**src/rtl/core/pbv_pkg.sv**
```systemverilog
// pbv_pkg: shared types and constants of the plot blob validator.
// Holds the parse phase encoding, byte offsets, and config/result structs.
// No dependencies.
package pbv_pkg;

	localparam int unsigned IDX_W  = 5;   // byte index inside a fixed-size field group
	localparam int unsigned SKIP_W = 36;  // event skip length: 32-bit count times 16

	// register indexes on the config port
	localparam logic [1:0] REG_MAGIC    = 2'd0;
	localparam logic [1:0] REG_VERSION  = 2'd1;
	localparam logic [1:0] REG_COMPACT  = 2'd2;
	localparam logic [1:0] REG_ENVELOPE = 2'd3;

	// byte offsets that trigger checks or field completion
	localparam logic [IDX_W-1:0] HDR_MAGIC_LAST   = 5'd3;
	localparam logic [IDX_W-1:0] HDR_VERSION_LAST = 5'd5;
	localparam logic [IDX_W-1:0] HDR_LAST         = 5'd19;  // 20-byte header
	localparam logic [IDX_W-1:0] NAMELEN_LAST     = 5'd1;
	localparam logic [IDX_W-1:0] TAIL_MODE        = 5'd0;
	localparam logic [IDX_W-1:0] TAIL_LAST        = 5'd3;
	localparam logic [IDX_W-1:0] MHDR_UNIT_LAST   = 5'd7;
	localparam logic [IDX_W-1:0] MHDR_SCALE_LAST  = 5'd11;
	localparam logic [IDX_W-1:0] MHDR_LAST        = 5'd15;  // 16-byte mode header
	localparam logic [IDX_W-1:0] RUNHDR_LAST      = 5'd5;

	typedef enum logic [8:0] {
		PH_HEADER  = 9'b000000001,
		PH_EVENTS  = 9'b000000010,
		PH_NAMELEN = 9'b000000100,
		PH_NAME    = 9'b000001000,
		PH_TAIL    = 9'b000010000,
		PH_MHDR    = 9'b000100000,
		PH_POINTS  = 9'b001000000,
		PH_RUNHDR  = 9'b010000000,
		PH_BUCKETS = 9'b100000000
	} phase_t;

	typedef struct packed {
		logic [31:0] magic_word;
		logic [15:0] format_version;
		logic [7:0]  compact_mode_code;
		logic [7:0]  envelope_mode_code;
	} cfg_t;

	typedef struct packed {
		logic        blob_valid;
		logic [31:0] event_total;
		logic [31:0] point_total;
	} res_t;

endpackage

```
**src/rtl/core/pbv_cfg_regs.sv**
```systemverilog
// pbv_cfg_regs: configuration register file of the plot blob validator.
// Depends on pbv_pkg (cfg_t, register indexes).
module pbv_cfg_regs import pbv_pkg::*; (
	input  logic        clk,
	input  logic        arst_n,
	input  logic        cfg_valid,
	output logic        cfg_ready,
	input  logic [1:0]  cfg_index,
	input  logic [31:0] cfg_data,
	output cfg_t        cfg
);

	cfg_t cfg_q;

	assign cfg_ready = 1'b1;
	assign cfg       = cfg_q;

	always_ff @(posedge clk or negedge arst_n) begin
		if (!arst_n) begin
			cfg_q.magic_word         <= 32'd0;
			cfg_q.format_version     <= 16'd0;
			cfg_q.compact_mode_code  <= 8'd0;
			cfg_q.envelope_mode_code <= 8'd1;
		end else if (cfg_valid && cfg_ready) begin
			case (cfg_index)
				REG_MAGIC:    cfg_q.magic_word         <= cfg_data;
				REG_VERSION:  cfg_q.format_version     <= cfg_data[15:0];
				REG_COMPACT:  cfg_q.compact_mode_code  <= cfg_data[7:0];
				REG_ENVELOPE: cfg_q.envelope_mode_code <= cfg_data[7:0];
				default: ;
			endcase
		end
	end

endmodule

```
**src/rtl/core/pbv_parser.sv**
```systemverilog
// pbv_parser: per-byte parse state machine and running totals.
// One registered step per byte; result is combinational from the step.
// Depends on pbv_pkg.
module pbv_parser import pbv_pkg::*; (
	input  logic       clk,
	input  logic       arst_n,
	input  logic       step,
	input  logic [7:0] byte_in,
	input  logic       last_in,
	input  cfg_t       cfg,
	output res_t       res
);

	phase_t              phase_q, phase_n;
	logic [IDX_W-1:0]    idx_q, idx_n;
	logic [31:0]         asm_q, asm_n;
	logic [SKIP_W-1:0]   skip_q, skip_n;
	logic [31:0]         runs_q, runs_n;
	logic [31:0]         pend_q, pend_n;
	logic [31:0]         events_q, events_n;
	logic [31:0]         points_q, points_n;
	logic                failed_q, failed_n;
	logic                env_q, env_n;
	logic [15:0]         bcount;

	always_comb begin
		phase_n  = phase_q;
		idx_n    = idx_q;
		asm_n    = asm_q;
		skip_n   = skip_q;
		runs_n   = runs_q;
		pend_n   = pend_q;
		events_n = events_q;
		points_n = points_q;
		failed_n = failed_q;
		env_n    = env_q;
		bcount   = asm_n[31:16];
		if (!failed_q) begin
			asm_n  = {byte_in, asm_q[31:8]};
			bcount = asm_n[31:16];
			case (phase_q)
				PH_HEADER: begin
					if (idx_q == HDR_MAGIC_LAST && asm_n != cfg.magic_word) begin
						failed_n = 1'b1;
					end else if (idx_q == HDR_VERSION_LAST &&
							asm_n[31:16] != cfg.format_version) begin
						failed_n = 1'b1;
					end else if (idx_q == HDR_LAST) begin
						events_n = asm_n;
						skip_n   = {asm_n, 4'b0000};  // 16 bytes per event
						phase_n  = (asm_n != 32'd0) ? PH_EVENTS : PH_NAMELEN;
						idx_n    = '0;
					end else begin
						idx_n = idx_q + IDX_W'(1);
					end
				end
				PH_EVENTS, PH_NAME: begin
					skip_n = skip_q - SKIP_W'(1);
					if (skip_q == SKIP_W'(1)) begin
						phase_n = (phase_q == PH_EVENTS) ? PH_NAMELEN : PH_TAIL;
						idx_n   = '0;
					end
				end
				PH_NAMELEN: begin
					if (idx_q == NAMELEN_LAST) begin
						skip_n  = SKIP_W'(asm_n[31:16]);
						phase_n = (asm_n[31:16] != 16'd0) ? PH_NAME : PH_TAIL;
						idx_n   = '0;
					end else begin
						idx_n = NAMELEN_LAST;
					end
				end
				PH_TAIL: begin
					if (idx_q == TAIL_MODE && byte_in != cfg.compact_mode_code &&
							byte_in != cfg.envelope_mode_code) begin
						failed_n = 1'b1;
					end else begin
						// compact wins when both codes are equal
						if (idx_q == TAIL_MODE) env_n = (byte_in != cfg.compact_mode_code);
						if (idx_q == TAIL_LAST) begin
							phase_n = PH_MHDR;
							idx_n   = '0;
						end else begin
							idx_n = idx_q + IDX_W'(1);
						end
					end
				end
				PH_MHDR: begin
					if ((idx_q == MHDR_UNIT_LAST || idx_q == MHDR_SCALE_LAST) &&
							asm_n == 32'd0) begin
						failed_n = 1'b1;
					end else if (idx_q == MHDR_LAST) begin
						idx_n = '0;
						if (env_q) begin
							runs_n  = asm_n;
							phase_n = (asm_n != 32'd0) ? PH_RUNHDR : PH_NAMELEN;
						end else begin
							pend_n  = asm_n;
							skip_n  = SKIP_W'({asm_n, 2'b00});  // 4 bytes per point
							phase_n = (asm_n != 32'd0) ? PH_POINTS : PH_NAMELEN;
						end
					end else begin
						idx_n = idx_q + IDX_W'(1);
					end
				end
				PH_POINTS: begin
					skip_n = skip_q - SKIP_W'(1);
					if (skip_q == SKIP_W'(1)) begin
						points_n = points_q + pend_q;
						phase_n  = PH_NAMELEN;
						idx_n    = '0;
					end
				end
				PH_RUNHDR: begin
					if (idx_q == RUNHDR_LAST) begin
						pend_n = {15'd0, bcount, 1'b0};
						skip_n = SKIP_W'({bcount, 2'b00});
						idx_n  = '0;
						if (bcount == 16'd0) begin
							// empty run closes at once
							points_n = points_q + {15'd0, bcount, 1'b0};
							runs_n   = runs_q - 32'd1;
							phase_n  = (runs_q != 32'd1) ? PH_RUNHDR : PH_NAMELEN;
						end else begin
							phase_n = PH_BUCKETS;
						end
					end else begin
						idx_n = idx_q + IDX_W'(1);
					end
				end
				PH_BUCKETS: begin
					skip_n = skip_q - SKIP_W'(1);
					if (skip_q == SKIP_W'(1)) begin
						points_n = points_q + pend_q;
						runs_n   = runs_q - 32'd1;
						phase_n  = (runs_q != 32'd1) ? PH_RUNHDR : PH_NAMELEN;
						idx_n    = '0;
					end
				end
				default: failed_n = 1'b1;
			endcase
		end
	end

	// result reflects the state after this byte
	assign res.blob_valid  = !failed_n && phase_n == PH_NAMELEN && idx_n == '0;
	assign res.event_total = events_n;
	assign res.point_total = points_n;

	always_ff @(posedge clk or negedge arst_n) begin
		if (!arst_n) begin
			phase_q  <= PH_HEADER;
			idx_q    <= '0;
			asm_q    <= '0;
			skip_q   <= '0;
			runs_q   <= '0;
			pend_q   <= '0;
			events_q <= '0;
			points_q <= '0;
			failed_q <= 1'b0;
			env_q    <= 1'b0;
		end else if (step) begin
			if (last_in) begin
				phase_q  <= PH_HEADER;
				idx_q    <= '0;
				asm_q    <= '0;
				skip_q   <= '0;
				runs_q   <= '0;
				pend_q   <= '0;
				events_q <= '0;
				points_q <= '0;
				failed_q <= 1'b0;
				env_q    <= 1'b0;
			end else begin
				phase_q  <= phase_n;
				idx_q    <= idx_n;
				asm_q    <= asm_n;
				skip_q   <= skip_n;
				runs_q   <= runs_n;
				pend_q   <= pend_n;
				events_q <= events_n;
				points_q <= points_n;
				failed_q <= failed_n;
				env_q    <= env_n;
			end
		end
	end

	a_restart: assert property (@(posedge clk) disable iff (!arst_n)
		step && last_in |=> phase_q == PH_HEADER && idx_q == '0 && !failed_q)
		else $error("parser did not restart after last byte");

	a_fail_sticky: assert property (@(posedge clk) disable iff (!arst_n)
		failed_q && !(step && last_in) |=> failed_q)
		else $error("error flag dropped inside a blob");

	a_frozen_totals: assert property (@(posedge clk) disable iff (!arst_n)
		failed_q && !(step && last_in) |=> $stable(points_q) && $stable(events_q))
		else $error("totals moved after an error");

	a_skip_nonzero: assert property (@(posedge clk) disable iff (!arst_n)
		(phase_q == PH_EVENTS || phase_q == PH_NAME || phase_q == PH_POINTS ||
		 phase_q == PH_BUCKETS) |-> skip_q != '0)
		else $error("skip phase entered with nothing to skip");

	a_runs_nonzero: assert property (@(posedge clk) disable iff (!arst_n)
		(phase_q == PH_RUNHDR || phase_q == PH_BUCKETS) |-> runs_q != 32'd0)
		else $error("run phase with no runs left");

endmodule

```
**src/rtl/core/plot_blob_validator.sv**
```systemverilog
// plot_blob_validator: top level, streaming validator for plot blobs.
// Instantiates pbv_cfg_regs and pbv_parser; depends on pbv_pkg.
//
// The block takes one blob byte per word on the word channel, with is_last on the final
// byte, and sustains one byte per clock cycle. Each byte is captured in an input register
// and advanced through the parser in a single registered step: the header is matched
// against magic_word and format_version, event entries, names and point or bucket data are
// skipped by a down-counter, and the mode header's unit and scale are checked for zero.
// Only the last byte of a blob makes a result word; it is loaded into the result register
// when the parser steps on that byte and carries blob_valid, event_total and point_total,
// and the parser restarts on the very next byte. A result waiting on result_stall holds
// up the input only when the byte behind it is also a last byte; other bytes keep
// flowing. Configuration words are accepted on every cycle (cfg_ready is tied high) and
// must be written only while no blob is in flight.
module plot_blob_validator import pbv_pkg::*; (
	input  logic        clk,
	input  logic        arst_n,
	// byte channel
	input  logic        word_valid,
	output logic        word_stall,
	input  logic [7:0]  data_byte,
	input  logic        is_last,
	// result channel
	output logic        result_valid,
	input  logic        result_stall,
	output logic        blob_valid,
	output logic [31:0] event_total,
	output logic [31:0] point_total,
	// config write channel
	input  logic        cfg_valid,
	output logic        cfg_ready,
	input  logic [1:0]  cfg_index,
	input  logic [31:0] cfg_data
);

	cfg_t       cfg;
	res_t       res;
	res_t       res_q;
	logic       valid_s1;
	logic [7:0] byte_s1;
	logic       last_s1;
	logic       result_valid_q;
	logic       go;
	logic       step;

	pbv_cfg_regs u_cfg (
		.clk       (clk),
		.arst_n    (arst_n),
		.cfg_valid (cfg_valid),
		.cfg_ready (cfg_ready),
		.cfg_index (cfg_index),
		.cfg_data  (cfg_data),
		.cfg       (cfg)
	);

	// Stage 1 byte may advance unless it would overwrite a result still held.
	assign go         = !(last_s1 && result_valid_q && result_stall);
	assign step       = valid_s1 && go;
	assign word_stall = valid_s1 && !go;

	// input register
	always_ff @(posedge clk or negedge arst_n) begin
		if (!arst_n) begin
			valid_s1 <= 1'b0;
		end else if (!word_stall) begin
			valid_s1 <= word_valid;
		end
	end

	always_ff @(posedge clk) begin
		if (word_valid && !word_stall) begin
			byte_s1 <= data_byte;
			last_s1 <= is_last;
		end
	end

	pbv_parser u_parser (
		.clk     (clk),
		.arst_n  (arst_n),
		.step    (step),
		.byte_in (byte_s1),
		.last_in (last_s1),
		.cfg     (cfg),
		.res     (res)
	);

	// result register
	always_ff @(posedge clk or negedge arst_n) begin
		if (!arst_n) begin
			result_valid_q <= 1'b0;
		end else if (step && last_s1) begin
			result_valid_q <= 1'b1;
		end else if (!result_stall) begin
			result_valid_q <= 1'b0;
		end
	end

	always_ff @(posedge clk) begin
		if (step && last_s1) begin
			res_q <= res;
		end
	end

	assign result_valid = result_valid_q;
	assign blob_valid   = res_q.blob_valid;
	assign event_total  = res_q.event_total;
	assign point_total  = res_q.point_total;

endmodule
```
**config.mk**
```make
export PLATFORM = sky130hd
export DESIGN_NAME = plot_blob_validator
export DESIGN_NICKNAME = d
export VERILOG_FILES = /design/src/rtl/core/pbv_pkg.sv /design/src/rtl/core/pbv_cfg_regs.sv /design/src/rtl/core/pbv_parser.sv /design/src/rtl/core/plot_blob_validator.sv
export SDC_FILE = /design/constraint.sdc
export NUM_CORES = 1
export LEC_CHECK = 0
export ABC_CLOCK_PERIOD_IN_PS = 3600
export BUFFER_PORTS_ARGS = -buffer_cell sky130_fd_sc_hd__buf_2
export CAP_MARGIN = 20
export CORE_MARGIN = 2
export CORE_UTILIZATION = 47
export CTS_CLUSTER_DIAMETER = 50
export DETAILED_ROUTE_END_ITERATION = 7
export GPL_ROUTABILITY_DRIVEN = 0
export SLEW_MARGIN = 5
export SYNTH_ARGS = -nofsm -noshare
export SYNTH_HDL_FRONTEND = slang
export SYNTH_SLANG_ARGS = --single-unit
```
**constraint.sdc**
```tcl
create_clock -name clk -period 3.6 [get_ports clk]
set_input_delay 0.18 -clock clk [delete_from_list [all_inputs] [get_ports clk]]
set_output_delay 0.18 -clock clk [all_outputs]
set_load 0.02 [all_outputs]
```
==> run summary <==
Initial antenna violation count = 1
#FFs+latches synth = 344
Register area share after synthesis = 0.440
Async S/R FF share, synth = 0.785
Final TNS setup = 0 ns
Status = finished clean
Drt initial violations = 2315
Critical path class = flip-flop to flip-flop
Htree depth = 2
Pwr Density = 608 nW/µm²
Internal power component = 9.38 mW
N_diodes = 0
Clock tree sinks = 344
Yosys cell types = 81
DRT Pass-1 Iters = 7
Worst EP arrival = 3.91 ns
Clock slew seen by the registers of the worst setup and hold paths = 0.06 ns
Vias in the first global route = 18.1k
Ys flop type = dfrtp_1
# DRC = 0
Share of cells above drive strength 1 = 0.184
Post-route design area = 24300 µm²
Switching portion of total power = 0.366
P&R area growth vs syn = 19.1%
Die span in y = 212 µm
Nets@finish = 2452
Clk pwr share = 0.339
Post-DRT Antenna Nets = 0
Fin crit period = 3.44 ns
Comb pwr share = 0.319
Gate Count Post-Synth = 2173
Synthesized area = 20400 µm²
Sequential share of power = 0.342
Area of the multi-input gates = 10700 µm²
Most frequent cells in the layout = 268 x dfrtp_1, 209 x o21ai_0, 200 x nand2_1
Crit path launch type = flip-flop
Hold Vio Cnt, Final = 0
Core region area = 43000 µm²
Post-Route WL = 71400 µm
Die area = 45100 µm²
Crit-path max FO = 6
Row cnt = 76
Wirelength per Cell = 24.1 µm
Pleak = 10.7 nW
Req. time, crit path = 4.07 ns
Max cap viols = 0
Worst Setup End Kind = flip-flop
Final period util = 0.955
Final setup vio count = 0
Vias/cell = 6.37
Fillers = 3832
Vias = 18.9k
IO Port Bufs = 114
Area after DPL = 22100 µm²
Clk buf depth = 3
Post-synth EDFFs = 74
CTS Root Cell = clkbuf_16
Synth top area share = 0.329
Commonest non-fill, non-tap cell in the layout = dfrtp_1
Die X = 212 µm
First-pass GRT wire length = 109000 µm
Final clock skew = 0.0248 ns
Slew margin rel. = 0.316
Warnings from Yosys = 0
FF/Latch Area = 8980 µm²
Peak supply drop = 0.405 mV
Final global-route overflow total = 0
Fmax = 291 MHz
TritonCTS clock tree = done
HPWL after DPL = 49900 µm
Transition time of the tightest slew-check pin = 1.02 ns
Initial Utilization = 0.475
Worst-Skew Late Latency = 0.59 ns
Switch Pwr = 5.41 mW
Top Ports = 116
Total CTS buffers = 46
Syn_nets = 2279
RSZ-0062 raised after global routing = no
Worst R2R Setup Slack = 0.16 ns
Largest area contributor in the netlist = dfrtp_1
HP Class = primary input to async pin
Syn Area/Cell = 9.39 µm²
Total GRT Usage = 0.319
Top cells by area, synth = dfrtp_1 33%, edfxtp_1 11%, mux2_2 5.4%
Largest net degree at the start of global routing = 113
Final slew viol count = 0
-- synthesized netlist by cell type (7+ instances only) --
master / number
dfrtp_1: 268
o21ai_0: 210
nand2_1: 201
nor2_1: 153
a21oi_1: 146
clkbuf_1: 142
mux2_2: 97
xor2_1: 82
edfxtp_1: 74
a22o_1: 68
nor3_1: 60
ha_1: 56
nor4_1: 49
and3_1: 42
nand3_1: 38
xnor2_1: 38
inv_1: 37
o31ai_1: 33
a22oi_1: 29
a31oi_1: 28
a21o_1: 27
a221oi_1: 27
nand4_1: 23
or3_1: 19
o211ai_1: 15
and2_1: 12
o21a_1: 12
o22ai_1: 12
a221o_1: 11
a211oi_1: 9
buf_2: 8
mux2i_1: 8
nand2b_1: 7
o41ai_1: 7
or2_2: 7
-- cell families after synthesis --
logic type | count (synthesis) | synth area share
compound gates | 697 | 0.222
simple gates | 656 | 0.156
flops | 344 | 0.440
buf+inv | 192 | 0.0362
xor+xnor | 120 | 0.0515
mux | 105 | 0.0575
fa+ha+maj | 58 | 0.0363
other cells | 1 | 0.000184
-- registers in the layout (all words and copies together), names as in the netlist, 32 cells and up --
| name | count |
|---|---|
| event_total | 32 |
| point_total | 32 |
| u_cfg.cfg | 64 |
| u_parser.events_q | 32 |
| u_parser.pend_q | 32 |
| u_parser.points_q | 32 |
| u_parser.runs_q | 32 |
| u_parser.skip_q | 36 |
-- per-layer routing --
layer	vias up	part of all wire	global-route usage
met5	-	0	0
met4	0	0.047	0.149
met1	9242	0.42	0.448
met2	1010	0.44	0.479
met3	202	0.097	0.0561
li1	8461	-	-
-- power groups by stage --
stage | combinational [mW] | sequential (mW) | clock [mW]
2_1_floorplan | 2.98 | 4.92 | 0
3_3_place_gp | 4.40 | 5.08 | 0
3_5_place_dp | 4.44 | 5.10 | 0
4_1_cts | 4.51 | 5.03 | 5.10
5_1_grt | 5.09 | 5.10 | 5.24
6_report | 4.72 | 5.05 | 5.02
-- cell type report --
class / instances / share of cell area
Inverter: 37 / 0.00571
Clock inverter: 29 / 0.0174
Sequential cell: 344 / 0.369
Multi-Input combinational cell: 1637 / 0.442
Tap cell: 585 / 0.0301
Timing Repair Buffer: 280 / 0.0839
Clock buffer: 56 / 0.0515
-- stage by stage --
step           worst slack, ns  power [mW]  std cells   util  hold WS (ns)
2_1_floorplan            0.490        7.90       2173      -        -0.116
4_1_cts                  0.170        14.6       2967  0.565         0.263
3_5_place_dp             0.215        9.54       2837  0.515         0.305
6_report                 0.162        14.8       2968  0.566         0.239
3_3_place_gp             0.124        9.48       2837  0.515         0.306
5_1_grt                 0.0135        15.4       2968  0.566         0.308
-- path summary, 6_finish.rpt --
check / from / end / cells after the start
hold reg to reg: u_parser.pend_q[15] / u_parser.pend_q[15] / 2
setup / recovery: u_parser.points_q[19] / u_parser.points_q[31] / 10
max in group asynchronous: arst_n / u_parser.points_q[5] / 3
min in group clk: cfg_index[1] / u_cfg.cfg[13] / 3
setup reg to reg: u_parser.points_q[19] / u_parser.points_q[31] / 10
hold / removal: arst_n / u_parser.points_q[18] / 2
-- timing repair --
action,in CTS,in global routing
hold buffers,45,0
gates resized for setup,0,7
hold endpoints to repair,182,0
setup endpoints to repair,0,49
setup buffers,0,1
-- worst max-delay path: stages, from the launching register on --
cell and delay [ns]:
dfrtp_1 0.46, ha_1 0.39, a21oi_1 0.32, nand2_1 0.10, a221o_1 0.35, o31a_1 0.34
o311ai_0 0.45, nand3_1 0.17, nor4bb_1 0.17, or3b_1 0.39, a22o_1 0.21
Note: power is estimated with default switching activity, not from simulation.
